### src/hw/rtl/pga_pkg.sv
package pga_pkg;

    // Number of axes held in the state memory
    localparam int NUM_AXES = 3;
    localparam int ADDR_W   = (NUM_AXES > 1) ? $clog2(NUM_AXES) : 1;

    // Tuning constants
    localparam int        STICK_HOLD    = 50;
    localparam int        GATE_RELOAD   = 10;
    localparam logic [7:0] P_MAX         = 8'd200;
    localparam logic [7:0] I_MAX         = 8'd100;
    localparam logic [7:0] I_WOBBLE_STEP = 8'd10;

    // Configuration register indexes
    localparam logic [2:0] REG_STICK_DEADBAND   = 3'd0;
    localparam logic [2:0] REG_RISE_THRESHOLD   = 3'd1;
    localparam logic [2:0] REG_FALL_THRESHOLD   = 3'd2;
    localparam logic [2:0] REG_WOBBLE_HOLD      = 3'd3;
    localparam logic [2:0] REG_AVG_ERROR_BAND   = 3'd4;
    localparam logic [2:0] REG_I_WINDOW         = 3'd5;
    localparam logic [2:0] REG_WOBBLE_AMPLITUDE = 3'd6;
    localparam logic [2:0] REG_WOBBLE_PERIOD    = 3'd7;

    // Sample kinds
    localparam logic KIND_SAMPLE = 1'b0;
    localparam logic KIND_PRESET = 1'b1;

    typedef logic [ADDR_W-1:0] addr_t;

    typedef enum logic [1:0] {
        SIGN_NONE = 2'd0,
        SIGN_POS  = 2'd1,
        SIGN_NEG  = 2'd2
    } sign_t;

    typedef struct packed {
        logic               kind;
        logic [1:0]         axis;
        logic signed [11:0] stick;
        logic signed [15:0] error;
        logic               airborne;
        logic [7:0]         preset_p;
        logic [6:0]         preset_i;
    } sample_t;

    typedef struct packed {
        logic [7:0] p_gain;
        logic [7:0] i_gain;
        logic [7:0] saved_p;
        logic [7:0] saved_i;
        logic       led_on;
    } result_t;

    typedef struct packed {
        logic [7:0] stick_deadband;
        logic [7:0] rise_threshold;
        logic [7:0] fall_threshold;
        logic [7:0] wobble_hold;
        logic [7:0] avg_error_band;
        logic [7:0] i_window;
        logic [7:0] wobble_amplitude;
        logic [7:0] wobble_period;
    } cfg_t;

    typedef struct packed {
        logic [5:0]         gate_countdown;
        logic [7:0]         window_count;
        logic signed [15:0] average_error;
        logic signed [15:0] previous_error;
        sign_t              last_sign;
        logic signed [13:0] peak_high;
        logic signed [13:0] peak_low;
        logic [15:0]        wave_counter;
        logic [15:0]        wave_length;
        logic [7:0]         wobble_countdown;
        logic [7:0]         p_store;
        logic [7:0]         i_store;
        logic [7:0]         saved_p_store;
        logic [7:0]         saved_i_store;
    } axis_state_t;

    function automatic logic axis_in_range(input logic [1:0] axis);
        return int'(axis) < NUM_AXES;
    endfunction

endpackage

### src/hw/rtl/pga_state_ram.sv
module pga_state_ram (
    input  logic                clk,
    input  logic                rst_n,
    input  logic                rd_en,
    input  pga_pkg::addr_t      rd_addr,
    output pga_pkg::axis_state_t rd_data,
    input  logic                wr_en,
    input  pga_pkg::addr_t      wr_addr,
    input  pga_pkg::axis_state_t wr_data
);
    import pga_pkg::*;

    axis_state_t           mem [NUM_AXES];
    axis_state_t           rd_data_reg;
    logic                  rd_valid_reg;
    logic [NUM_AXES-1:0]   valid_reg;

    // Write port and registered read; a same-cycle write to the read entry is forwarded
    always_ff @(posedge clk)
    begin
        if (wr_en)
        begin
            mem[wr_addr] <= wr_data;
        end
        if (rd_en)
        begin
            if (wr_en && (wr_addr == rd_addr))
            begin
                rd_data_reg <= wr_data;
            end
            else
            begin
                rd_data_reg <= mem[rd_addr];
            end
        end
    end

    // Track written entries so unwritten ones read as their reset value
    always_ff @(posedge clk or negedge rst_n)
    begin
        if (!rst_n)
        begin
            valid_reg    <= '0;
            rd_valid_reg <= 1'b0;
        end
        else
        begin
            if (rd_en)
            begin
                rd_valid_reg <= (wr_en && (wr_addr == rd_addr)) || valid_reg[rd_addr];
            end
            if (wr_en)
            begin
                valid_reg[wr_addr] <= 1'b1;
            end
        end
    end

    assign rd_data = rd_valid_reg ? rd_data_reg : '0;

endmodule

### src/hw/rtl/pga_update.sv
module pga_update (
    input  pga_pkg::sample_t     item,
    input  pga_pkg::axis_state_t cur,
    input  pga_pkg::cfg_t        cfg,
    input  logic                 indicator,
    output pga_pkg::axis_state_t nxt,
    output logic                 indicator_next,
    output pga_pkg::result_t     result
);
    import pga_pkg::*;

    logic               in_range;
    logic               stick_out;
    logic [11:0]        stick_mag;
    logic signed [16:0] err_x;
    logic signed [16:0] err_round;
    logic signed [13:0] e4;
    logic               e4_pos;
    logic               e4_neg;
    logic signed [15:0] peak_span;
    logic               wobble_hit;
    logic [15:0]        wc_base;
    logic signed [13:0] ph_base;
    logic signed [13:0] pl_base;
    logic [7:0]         p_work;
    logic [7:0]         i_work;
    logic signed [16:0] avg_sum;
    logic [16:0]        avg_mag;
    logic [16:0]        err_mag;
    logic [16:0]        prev_mag;
    logic signed [17:0] delta;
    logic signed [17:0] rise_lim;
    logic signed [17:0] fall_lim;
    logic               same_sign;

    // Operand preparation
    always_comb
    begin
        in_range  = axis_in_range(item.axis);
        stick_mag = item.stick[11] ? (~item.stick + 12'd1) : item.stick;
        stick_out = stick_mag > {4'd0, cfg.stick_deadband};
        err_x     = 17'(item.error);
        err_round = item.error[15] ? (err_x + 17'sd3) : err_x;
        e4        = 14'(err_round >>> 2);
        e4_neg    = e4[13];
        e4_pos    = !e4[13] && (e4 != '0);
        peak_span = 16'(cur.peak_high) - 16'(cur.peak_low);
        wobble_hit = (peak_span > $signed({8'd0, cfg.wobble_amplitude}))
                  && (cur.wave_counter > {8'd0, cfg.wobble_period})
                  && (cfg.wobble_amplitude != '0) && (cfg.wobble_period != '0);
        avg_sum   = 17'(cur.average_error) + err_x;
        avg_mag   = cur.average_error[15] ? 17'(-17'(cur.average_error))
                                          : 17'(cur.average_error);
        err_mag   = item.error[15] ? 17'(-err_x) : 17'(err_x);
        prev_mag  = cur.previous_error[15] ? 17'(-17'(cur.previous_error))
                                           : 17'(cur.previous_error);
        delta     = $signed({1'b0, err_mag}) - $signed({1'b0, prev_mag});
        rise_lim  = $signed({10'd0, cfg.rise_threshold});
        fall_lim  = 18'sd0 - $signed({10'd0, cfg.fall_threshold});
        same_sign = (!item.error[15] && !cur.previous_error[15])
                 || ((item.error[15] || (item.error == '0))
                     && (cur.previous_error[15] || (cur.previous_error == '0)));
    end

    // State update for one transaction
    always_comb
    begin
        nxt            = cur;
        indicator_next = indicator;
        wc_base        = cur.wave_counter;
        ph_base        = cur.peak_high;
        pl_base        = cur.peak_low;
        p_work         = cur.p_store;
        i_work         = cur.i_store;

        if (in_range)
        begin
            if (item.kind == KIND_PRESET)
            begin
                nxt.p_store = item.preset_p;
                nxt.i_store = {1'b0, item.preset_i};
            end
            else if (stick_out)
            begin
                nxt.gate_countdown   = 6'(STICK_HOLD);
                nxt.wobble_countdown = 8'(STICK_HOLD);
            end
            else
            begin
                // Wobble tracking on error/4
                if (e4_pos)
                begin
                    if (cur.last_sign != SIGN_POS)
                    begin
                        nxt.wave_length = cur.wave_counter;
                        if (cur.wobble_countdown != '0)
                        begin
                            nxt.wobble_countdown = cur.wobble_countdown - 8'd1;
                        end
                        else
                        begin
                            nxt.wobble_countdown = cfg.wobble_hold;
                            if (wobble_hit)
                            begin
                                if (item.axis == '0)
                                begin
                                    indicator_next = 1'b0;
                                end
                                if (p_work != '0)
                                begin
                                    p_work = p_work - 8'd1;
                                end
                                i_work = (i_work >= I_WOBBLE_STEP) ? (i_work - I_WOBBLE_STEP)
                                                                   : 8'd0;
                            end
                            else if (item.axis == '0)
                            begin
                                indicator_next = 1'b1;
                            end
                        end
                        wc_base = '0;
                        ph_base = '0;
                        pl_base = '0;
                    end
                    nxt.wave_counter = wc_base + 16'd1;
                    nxt.peak_high    = (ph_base < e4) ? e4 : ph_base;
                    nxt.peak_low     = pl_base;
                    nxt.last_sign    = SIGN_POS;
                end
                else if (e4_neg)
                begin
                    nxt.wave_counter = cur.wave_counter + 16'd1;
                    nxt.peak_low     = (cur.peak_low > e4) ? e4 : cur.peak_low;
                    nxt.last_sign    = SIGN_NEG;
                end

                // Gate countdown, then the gated I and P decisions
                if (cur.gate_countdown != '0)
                begin
                    nxt.gate_countdown = cur.gate_countdown - 6'd1;
                end
                else
                begin
                    nxt.gate_countdown = 6'(GATE_RELOAD);
                    if (cur.window_count != '0)
                    begin
                        nxt.average_error = 16'(avg_sum >>> 1);
                        nxt.window_count  = cur.window_count - 8'd1;
                    end
                    else
                    begin
                        if (cfg.avg_error_band != '0)
                        begin
                            if (avg_mag > {9'd0, cfg.avg_error_band})
                            begin
                                if (i_work < I_MAX)
                                begin
                                    i_work = i_work + 8'd1;
                                end
                            end
                            else if (i_work != '0)
                            begin
                                i_work = i_work - 8'd1;
                            end
                        end
                        nxt.average_error = '0;
                        nxt.window_count  = cfg.i_window;
                    end

                    if (same_sign)
                    begin
                        if ((delta > rise_lim) && (cfg.rise_threshold != '0))
                        begin
                            if (p_work < P_MAX)
                            begin
                                p_work = p_work + 8'd1;
                            end
                        end
                        else if ((delta < fall_lim) && (cfg.fall_threshold != '0))
                        begin
                            if (p_work != '0)
                            begin
                                p_work = p_work - 8'd1;
                            end
                        end
                    end

                    if (item.airborne)
                    begin
                        nxt.saved_p_store = p_work;
                        nxt.saved_i_store = i_work;
                    end
                    nxt.previous_error = item.error;
                end
                nxt.p_store = p_work;
                nxt.i_store = i_work;
            end
        end
    end

    // Result of the addressed axis after the update
    always_comb
    begin
        if (in_range)
        begin
            result.p_gain  = nxt.p_store;
            result.i_gain  = nxt.i_store;
            result.saved_p = nxt.saved_p_store;
            result.saved_i = nxt.saved_i_store;
        end
        else
        begin
            result.p_gain  = '0;
            result.i_gain  = '0;
            result.saved_p = '0;
            result.saved_i = '0;
        end
        result.led_on = indicator_next;
    end

endmodule

### src/hw/rtl/pid_gain_autotuner_core.sv
// Channel   Direction  Handshake                     Payload
// sample    in         sample_valid / sample_ready   pga_pkg::sample_t
// result    out        result_valid / result_ready   pga_pkg::result_t
// config    in         wr_en (no wait)               wr_index, wr_data
//
// One sample per cycle unless results stall; result_valid rises after update.
// Per-axis state sits in a registered-read memory; the state of a sample that
// follows one on the same axis is forwarded from the write port.
// Reset clears the per-entry valid bits at once; no clearing pass is needed.
// A stalled result register holds the sample in the update stage and drops ready.
module pid_gain_autotuner_core (
    input  logic             clk,
    input  logic             rst_n,
    input  logic             sample_valid,
    output logic             sample_ready,
    input  pga_pkg::sample_t sample,
    output logic             result_valid,
    input  logic             result_ready,
    output pga_pkg::result_t result,
    input  logic             wr_en,
    input  logic [2:0]       wr_index,
    input  logic [7:0]       wr_data
);
    import pga_pkg::*;

    cfg_t        cfg_reg;
    logic        s1_valid_reg;
    sample_t     s1_item_reg;
    logic        indicator_reg;
    logic        result_valid_reg;
    result_t     result_reg;

    logic        accept;
    logic        s1_adv;
    addr_t       rd_addr;
    axis_state_t cur_state;
    axis_state_t nxt_state;
    logic        indicator_next;
    result_t     result_next;
    logic        wr_state;

    // Handshake and stage advance
    assign s1_adv       = s1_valid_reg && (!result_valid_reg || result_ready);
    assign sample_ready = !s1_valid_reg || s1_adv;
    assign accept       = sample_valid && sample_ready;
    assign rd_addr      = axis_in_range(sample.axis) ? ADDR_W'(sample.axis) : '0;
    assign wr_state     = s1_adv && axis_in_range(s1_item_reg.axis);

    // Configuration registers
    always_ff @(posedge clk or negedge rst_n)
    begin
        if (!rst_n)
        begin
            cfg_reg.stick_deadband   <= 8'd12;
            cfg_reg.rise_threshold   <= 8'd10;
            cfg_reg.fall_threshold   <= 8'd15;
            cfg_reg.wobble_hold      <= 8'd10;
            cfg_reg.avg_error_band   <= 8'd15;
            cfg_reg.i_window         <= 8'd100;
            cfg_reg.wobble_amplitude <= 8'd0;
            cfg_reg.wobble_period    <= 8'd0;
        end
        else if (wr_en)
        begin
            unique case (wr_index)
                REG_STICK_DEADBAND:   cfg_reg.stick_deadband   <= wr_data;
                REG_RISE_THRESHOLD:   cfg_reg.rise_threshold   <= wr_data;
                REG_FALL_THRESHOLD:   cfg_reg.fall_threshold   <= wr_data;
                REG_WOBBLE_HOLD:      cfg_reg.wobble_hold      <= wr_data;
                REG_AVG_ERROR_BAND:   cfg_reg.avg_error_band   <= wr_data;
                REG_I_WINDOW:         cfg_reg.i_window         <= wr_data;
                REG_WOBBLE_AMPLITUDE: cfg_reg.wobble_amplitude <= wr_data;
                REG_WOBBLE_PERIOD:    cfg_reg.wobble_period    <= wr_data;
                default:              cfg_reg                  <= cfg_reg;
            endcase
        end
    end

    // Per-axis state memory
    pga_state_ram u_state_ram (
        .clk     (clk),
        .rst_n   (rst_n),
        .rd_en   (accept),
        .rd_addr (rd_addr),
        .rd_data (cur_state),
        .wr_en   (wr_state),
        .wr_addr (ADDR_W'(s1_item_reg.axis)),
        .wr_data (nxt_state)
    );

    // Read-modify-write of the addressed axis
    pga_update u_update (
        .item           (s1_item_reg),
        .cur            (cur_state),
        .cfg            (cfg_reg),
        .indicator      (indicator_reg),
        .nxt            (nxt_state),
        .indicator_next (indicator_next),
        .result         (result_next)
    );

    // Update stage control and shared indicator
    always_ff @(posedge clk or negedge rst_n)
    begin
        if (!rst_n)
        begin
            s1_valid_reg     <= 1'b0;
            indicator_reg    <= 1'b0;
            result_valid_reg <= 1'b0;
        end
        else
        begin
            if (accept)
            begin
                s1_valid_reg <= 1'b1;
            end
            else if (s1_adv)
            begin
                s1_valid_reg <= 1'b0;
            end
            if (s1_adv)
            begin
                indicator_reg    <= indicator_next;
                result_valid_reg <= 1'b1;
            end
            else if (result_ready)
            begin
                result_valid_reg <= 1'b0;
            end
        end
    end

    // Hold payloads of the update stage and the result register
    always_ff @(posedge clk)
    begin
        if (accept)
        begin
            s1_item_reg <= sample;
        end
        if (s1_adv)
        begin
            result_reg <= result_next;
        end
    end

    assign result_valid = result_valid_reg;
    assign result       = result_reg;

endmodule

### config.mk
export PLATFORM = sky130hd
export DESIGN_NAME = pid_gain_autotuner_core
export DESIGN_NICKNAME = d
export VERILOG_FILES = /design/src/hw/rtl/pga_pkg.sv /design/src/hw/rtl/pga_state_ram.sv /design/src/hw/rtl/pga_update.sv /design/src/hw/rtl/pid_gain_autotuner_core.sv
export SDC_FILE = /design/constraint.sdc
export NUM_CORES = 1
export LEC_CHECK = 0
export ABC_CLOCK_PERIOD_IN_PS = 11400
export BUFFER_PORTS_ARGS = -buffer_cell sky130_fd_sc_hd__buf_2
export CORE_UTILIZATION = 45
export DETAILED_ROUTE_END_ITERATION = 7
export PLACE_DENSITY = 0.64
export SKIP_CTS_REPAIR_TIMING = 1
export SLEW_MARGIN = 0
export SYNTH_ARGS = -nofsm -noshare
export SYNTH_HDL_FRONTEND = slang
export SYNTH_SLANG_ARGS = --single-unit
### constraint.sdc
create_clock -name clk -period 11.4 [get_ports clk]
set_input_delay 0.57 -clock clk [delete_from_list [all_inputs] [get_ports clk]]
set_output_delay 0.57 -clock clk [all_outputs]
set_load 0.02 [all_outputs]
==> results of run 1 <==
synthesized netlist by cell type, types with 10 or more instances:
library cell  count
nand4_1          33
a21o_1           82
mux2_2          112
nor2b_1          92
a211oi_1        137
o2bb2ai_1        28
inv_1           108
nor4_1           29
clkbuf_1        174
nand2_1         425
o22ai_1          29
o21a_1           41
and3_1           24
a21oi_1         155
a31oi_1          36
or4_1            12
o211ai_1         15
edfxtp_1        608
o32ai_1          10
nand2b_1         23
and2_1           60
xnor2_1          80
dfrtp_1          54
nand3_1          91
o41ai_1          13
dfstp_2          17
o21ai_0         285
buf_1            23
o31ai_1          34
nor3_1           58
ha_1            150
nor2_1          171
mux2i_1         150
or3_1            18
xor2_1           30
area by class of cell:
type,instances,area (sq um),area share
clock buffer,94,2073,0.04840
clock inverter,38,351.6,0.008208
inverter,110,420.4,0.009815
multi-input combinational,2610,17550,0.4098
sequential,679,20060,0.4683
tap,1144,1431,0.03342
timing repair buffer,150,944.7,0.02205
power by group through the flow:
stage                     sequential, mW  clock [mW]  combinational, mW
after floorplan                     3.14           0               1.22
after global placement              3.16           0               1.61
after detailed placement            3.16           0               1.64
after CTS                           3.11        2.45               1.65
after global routing                3.14        2.54               1.85
final                               3.12        2.40               1.66
layer usage:
layer | GRT usage | up-vias | share of wire
met3 | 0.03298 | 165 | 0.062
met4 | 0.08113 | 0 | 0.028
met1 | 0.3211 | 13920 | 0.45
li1 | - | 13630 | -
met5 | 0 | - | 0
met2 | 0.3730 | 952 | 0.46
critical path: cells and delay by family (launching register included):
family,cells,cell delay (ps)
AOI/OAI and AO/OA,10,2800
xor gates and xnor gates,2,510
adders and majority gates,4,1070
buffers and inverters,2,600
DFF,1,700
and+or+nand+nor,8,1670
logic make-up after synthesis:
| group | count (synthesis) |
|---|---|
| simple gates | 1088 |
| flops | 679 |
| other cells | 2 |
| xor+xnor | 110 |
| compound gates | 994 |
| mux | 263 |
| buf+inv | 322 |
| fa+ha+maj | 153 |
worst max path at each step:
stage / end / startpoint
after floorplan: u_state_ram.valid_reg[2] / result_ready
final: result[14] / u_state_ram.rd_valid_reg
after global placement: u_state_ram.rd_data_reg[13] / u_state_ram.rd_valid_reg
after global routing: result[14] / u_state_ram.rd_valid_reg
after detailed placement: result[14] / u_state_ram.rd_valid_reg
after CTS: result[14] / u_state_ram.rd_valid_reg
==> run metrics, run 1 <==
Synth top area share 0.4704; Starting Density 0.4551; Post-Synth Adder-Cell Area 0.04991; RR Startpoint u_state_ram.rd_valid_reg; cell area after synthesis ~39,000 sq um; CP max-delay cell dfrtp_4; Layout Skew between 20 and 25 ps; Pwr Density 167.5 nW/um^2; endpoint type of the worst setup path flop; WHS roughly 120 ps; post-synth cell types just over 100; core area around 85,000 sq um; vias in the first global route roughly 27,000; run status complete, no violations; layout cells sized above 1 0.1198; switching portion of total power 0.2969; unrepaired setup endpoints after global routing no; pin count of the biggest net entering global routing about 190; min-delay worst type primary input to flop; final cell count without fillers roughly 4,800; Worst Tran Pin Value 1244 ps; Slew Viols, Final 0; Arr. time, crit path ~8000 ps; number of synthesized flops with an enable pin 608; Yosys top cell by area edfxtp_1; hold endpoint s1_item_reg[18]; Top-Level Pins 98; peak supply drop roughly 0.14 mV; Post-Synth XOR/XNOR Area 0.02482; clock buffer depth 3; nets 3,840; maximum single-stage delay on the critical path 700 ps; hold depth 1; cell leakage power 15.94 nW; placed cells between 4,000 and 5,000; clk root buf clkbuf_16; final instance area approximately 43,000 sq um; DR WL/cell 21.12 um; YS warnings 0; Hold Startpoint sample[18]; CTS Buf Count 73; most frequent cells in the layout 608 x edfxtp_1, 424 x nand2_1, 283 x o21ai_0; critical path's most frequent cell ha_1; FILL cells about 7,700; CP Launch Type flop; final worst slack roughly 3700 ps; min Tclk post-route 7652 ps; area grow syn2layout 10.37%; initial antenna violation count 0; Hold Fails Final Rpt 0; Flop pwr share 0.434; pre-CTS setup slack 3920 ps; Final setup viols 0; Cells after Synth around 3,600; Synth Area per Inst 10.75 sq um; synth top area cells edfxtp_1 47%, ha_1 4.8%, nand2_1 4.1%; async set-reset flop share out of synthesis 0.1046; Worst R2R End result[14]; Total Power 7.175 mW; Placed Area 40,400 sq um; gr ovfl total 0; P_sw roughly 2.1 mW; drt drc 0; CP Data Required Time approximately 12,000 ps; max reg flops 396; reg2reg setup slack between 3000 and 4000 ps; critical path class flop to flop; Total GRT Usage 0.2322; period utilization 0.6712; first-pass GRT wire length about 160,000 um; first-pass detailed-route iteration total 6; via count 28,660; Post-DRT Antenna Nets 0; main combinational cell family by area after synthesis compound AO/OA/AOI/OAI gates; final WL between 100,000 and 150,000 um; Setup TNS 0 ps; Post-Synth Simple-Gate Area 0.1357; R2R cell count 26; PortBufs 97; portion of netlist area occupied by mux cells 0.07147; worst-skew pair later-pin latency roughly 620 ps; total die area just under 90,000 sq um; Most used DFF post-synth edfxtp_1; initial drt markers 2,517; row cnt about 110; synthesized flop and latch total 679; post-synthesis net count about 3,800; clock power share 0.335; Die X just under 300 um; MaxCap Viol Count 0; post-layout util 0.5023; Max-Slew Margin vs Limit 0.1679; post-DR vias/cell between 5 and 6; Final Wtd Congestion around 0.95; Comb power frac 0.231; Synth Area in Compound Gates 0.1690; Crit Path Max Fanout 51; register area share after synthesis 0.5168; hpwl dp between 60,000 and 70,000 um; CTS Sinks about 680; antenna diode count 0; most common cell after layout, fill and taps aside edfxtp_1; TritonCTS clock tree yes; Internal 5.045 mW; H-tree Lvls 3; Die Ht ~300 um; Fmax achieved roughly 0.13 GHz; Clock transition at path regs ~60 ps
Power figures use the tool's default switching activity.
==> run 2: changes to the inputs <==
--- a/config.mk
+++ b/config.mk
@@ -5,11 +5,12 @@
 export SDC_FILE = /design/constraint.sdc
 export NUM_CORES = 1
 export LEC_CHECK = 0
-export ABC_CLOCK_PERIOD_IN_PS = 11400
+export ABC_AREA = 1
+export ABC_CLOCK_PERIOD_IN_PS = 7250
 export BUFFER_PORTS_ARGS = -buffer_cell sky130_fd_sc_hd__buf_2
 export CORE_UTILIZATION = 45
 export DETAILED_ROUTE_END_ITERATION = 7
-export PLACE_DENSITY = 0.64
+export PLACE_DENSITY = 0.62
 export SKIP_CTS_REPAIR_TIMING = 1
 export SLEW_MARGIN = 0
 export SYNTH_ARGS = -nofsm -noshare
==> constraint.sdc (replaced) <==
create_clock -name clk -period 7.25 [get_ports clk]
set_input_delay 0.3625 -clock clk [delete_from_list [all_inputs] [get_ports clk]]
set_output_delay 0.3625 -clock clk [all_outputs]
set_load 0.02 [all_outputs]
==> run metrics, run 2 <==
Top-Level Pins 98 (unchanged); Clock transition at path regs 60 ps (about the same); count leader, synth nand2_1; Placed Area 38,510 sq um (-4.7%); Synth top area share 0.4943 (+0.02391); final instance area 41,340 sq um (-3.5%); post-synthesis net count 4,233 (+11%); total die area 83,220 sq um (-4.8%); area grow syn2layout 11.92%; CTS Sinks 679 (unchanged); Starting Density 0.4570 (+0.001965); FILL cells 7,339 (-4.1%); Slew Viols, Final 0 (unchanged); hpwl dp 66,120 um (-0.81%); clock buffer depth 3 (unchanged); Die X 288.5 um (-2.4%); final WL 100,600 um (-1.3%); Pwr Density 297.1 nW/um^2 (+77%); CTS Buf Count 73 (unchanged); CP Data Required Time 7610 ps (-4160 ps); Layout Skew 27.85 ps (+4.921 ps); Fmax achieved 0.1532 GHz (+17%); Crit Path Max Fanout 26 (-49%); Synth Area per Inst 9.194 sq um (-14%); TritonCTS clock tree yes; Comb power frac 0.292 (+0.061); clock power share 0.299 (-0.036); most frequent cells in the layout 1,167 x nand2_1, 608 x edfxtp_1, 396 x inv_1; CP Launch Type flop; Final Wtd Congestion 0.9438 (-0.62%); PortBufs 97 (unchanged); switching portion of total power 0.3376 (+0.04069); Arr. time, crit path 6880 ps (-1140 ps); initial drt markers 2,603 (+3.4%); post-layout util 0.5115 (+0.009254); H-tree Lvls 3 (unchanged); max reg flops 396 (unchanged); initial antenna violation count 0 (unchanged); layout cells sized above 1 0.08889 (-0.03092); Hold Fails Final Rpt 2 (+2); most frequent cells after synthesis 1,167 x nand2_1, 608 x edfxtp_1, 399 x inv_1; Final setup viols 0 (unchanged); synth top area cells edfxtp_1 49%, nand2_1 12%, ha_1 5.1%; via count 28,810 (+0.50%); number of synthesized flops with an enable pin 608 (unchanged); worst-skew pair later-pin latency 630 ps (about the same); most common cell after layout, fill and taps aside nand2_1; cell area after synthesis 36,930 sq um (-4.8%); Most used DFF post-synth edfxtp_1; first-pass detailed-route iteration total 8 (+2); peak supply drop 0.1680 mV (+22%); Yosys top cell by area edfxtp_1; period utilization 0.9002 (+0.2290); CP max-delay cell dfrtp_4; cell leakage power 17.17 nW (+7.7%); YS warnings 0 (unchanged); DR WL/cell 19.18 um (-9.2%); nets 4,345 (+13%); row cnt 104 (-2.8%); async set-reset flop share out of synthesis 0.1046 (unchanged); synthesized flop and latch total 679 (unchanged); Levels on crit path 40 (+54%); maximum single-stage delay on the critical path 460 ps (-240 ps); antenna diode count 0 (unchanged); vias in the first global route 27,250 (-0.15%); MaxCap Viol Count 0 (unchanged); run status complete, but fails checks; hold depth 3 (+2); pin count of the biggest net entering global routing 134 (-31%); Flop pwr share 0.410 (-0.024); Bufs and invs on worst path 7 (+5); post-synth cell types 72 (-29%); core area 80,810 sq um (-5.2%); clk root buf clkbuf_16; Max-Slew Margin vs Limit 0.2789 (+0.1110); Total GRT Usage 0.2419 (+0.009665); cell family with most CP delay simple AND/OR/NAND/NOR gates; failing checks DRC, hold timing; critical path's most frequent cell nand2_1; gr ovfl total 0 (unchanged); Die Ht 288.5 um (-2.4%); register area share after synthesis 0.5430 (+0.02626); Post-DRT Antenna Nets 0 (unchanged); R2R cell count 40 (+54%); first-pass GRT wire length 155,700 um (-1.3%); post-DR vias/cell 5.492 (-7.5%); P_sw 4.146 mW (+95%); Internal 8.136 mW (+61%); drt drc 1 (+1); min-delay worst type primary input to flop; WHS -2.393 ps (-125.8 ps); Worst Tran Pin Value 1078 ps (-165.9 ps); critical path class flop to flop; unrepaired setup endpoints after global routing no; endpoint type of the worst setup path flop; Cells after Synth 4,017 (+11%); min Tclk post-route 6527 ps (-1125 ps)
## run 2: cell count changes after synthesis, moves of 60 or more
cell,delta
a21o_1,-79
nand3_1,+69
nand2_1,+742
xnor2_1,-66
nor2_1,+122
a211oi_1,-129
mux2i_1,-147
a41oi_1,+74
nor2b_1,-92
mux2_2,-112
clkbuf_1,-60
inv_1,+291
## run 2: worst paths after layout
check | startpoint | to | slack [ps]
max in group asynchronous | rst_n | s1_valid_reg | 6000
max reg2reg | u_state_ram.rd_valid_reg | u_state_ram.rd_data_reg[24] | 720
min in group asynchronous | rst_n | u_state_ram.rd_valid_reg | 130
min reg2reg | u_state_ram.valid_reg[1] | u_state_ram.valid_reg[1] | 470
min | wr_data[6] | cfg_reg[6] | -2
max | u_state_ram.rd_valid_reg | u_state_ram.rd_data_reg[24] | 720
## run 2: cell type report
cell class,instances,area (sq um),share of cell area
Tap cell,1060,1326,0.03209
Clock inverter,32,304.0,0.007355
Multi-Input combinational cell,2778,14770,0.3574
Inverter,412,1567,0.03790
Clock buffer,99,2029,0.04910
Timing Repair Buffer,185,1279,0.03094
Sequential cell,679,20060,0.4853
## run 2: power by group through the flow
stage / sequential, mW / combinational (mW) / clock, mW
CTS: 5.03 / 3.52 / 3.74
finish: 5.03 / 3.58 / 3.67
floorplan: 5.12 / 2.54 / 0
detailed placement: 5.10 / 3.51 / 0
global route: 5.07 / 4.06 / 3.88
global placement: 5.10 / 3.47 / 0
## run 2: layer usage
| layer | vias up | track usage | part of all wire |
|---|---|---|---|
| met1 | 13790 | 0.3447 | 0.46 |
| met2 | 893 | 0.3818 | 0.45 |
| met5 | - | 0 | 0 |
| li1 | 14000 | - | - |
| met3 | 127 | 0.03033 | 0.060 |
| met4 | 0 | 0.08122 | 0.026 |
## run 2: kinds of logic (layout without fill, tap and decap cells)
group / count (synthesis) / after routing / share of synthesized area
AO/OA/AOI/OAI: 739 / 739 / 0.1219
adder cells (fa/ha/maj): 153 / 153 / 0.05244
other: 2 / 2 / 0.0002033
flip-flops: 679 / 679 / 0.5430
XOR/XNOR: 91 / 91 / 0.02178
buffers and inverters: 560 / 728 / 0.05905
multiplexers: 3 / 3 / 0.0008131
AND/OR/NAND/NOR: 1790 / 1790 / 0.2008
## run 2: metrics by stage
stage | TNS, ps | setup slack [ps] | std cells | power, mW
floorplan | -841000 | -3343 | 4017 | 7.656
global placement | 0 | 874.2 | 5067 | 8.569
detailed placement | 0 | 731.1 | 5067 | 8.610
CTS | 0 | 677.0 | 5198 | 12.29
global route | 0 | 35.02 | 5245 | 13.01
finish | 0 | 723.2 | 5245 | 12.28
## run 2: worst min-delay path, stage by stage
cell,delay [ps]
buf_2,110
nand2_1,50
o21ai_0,60
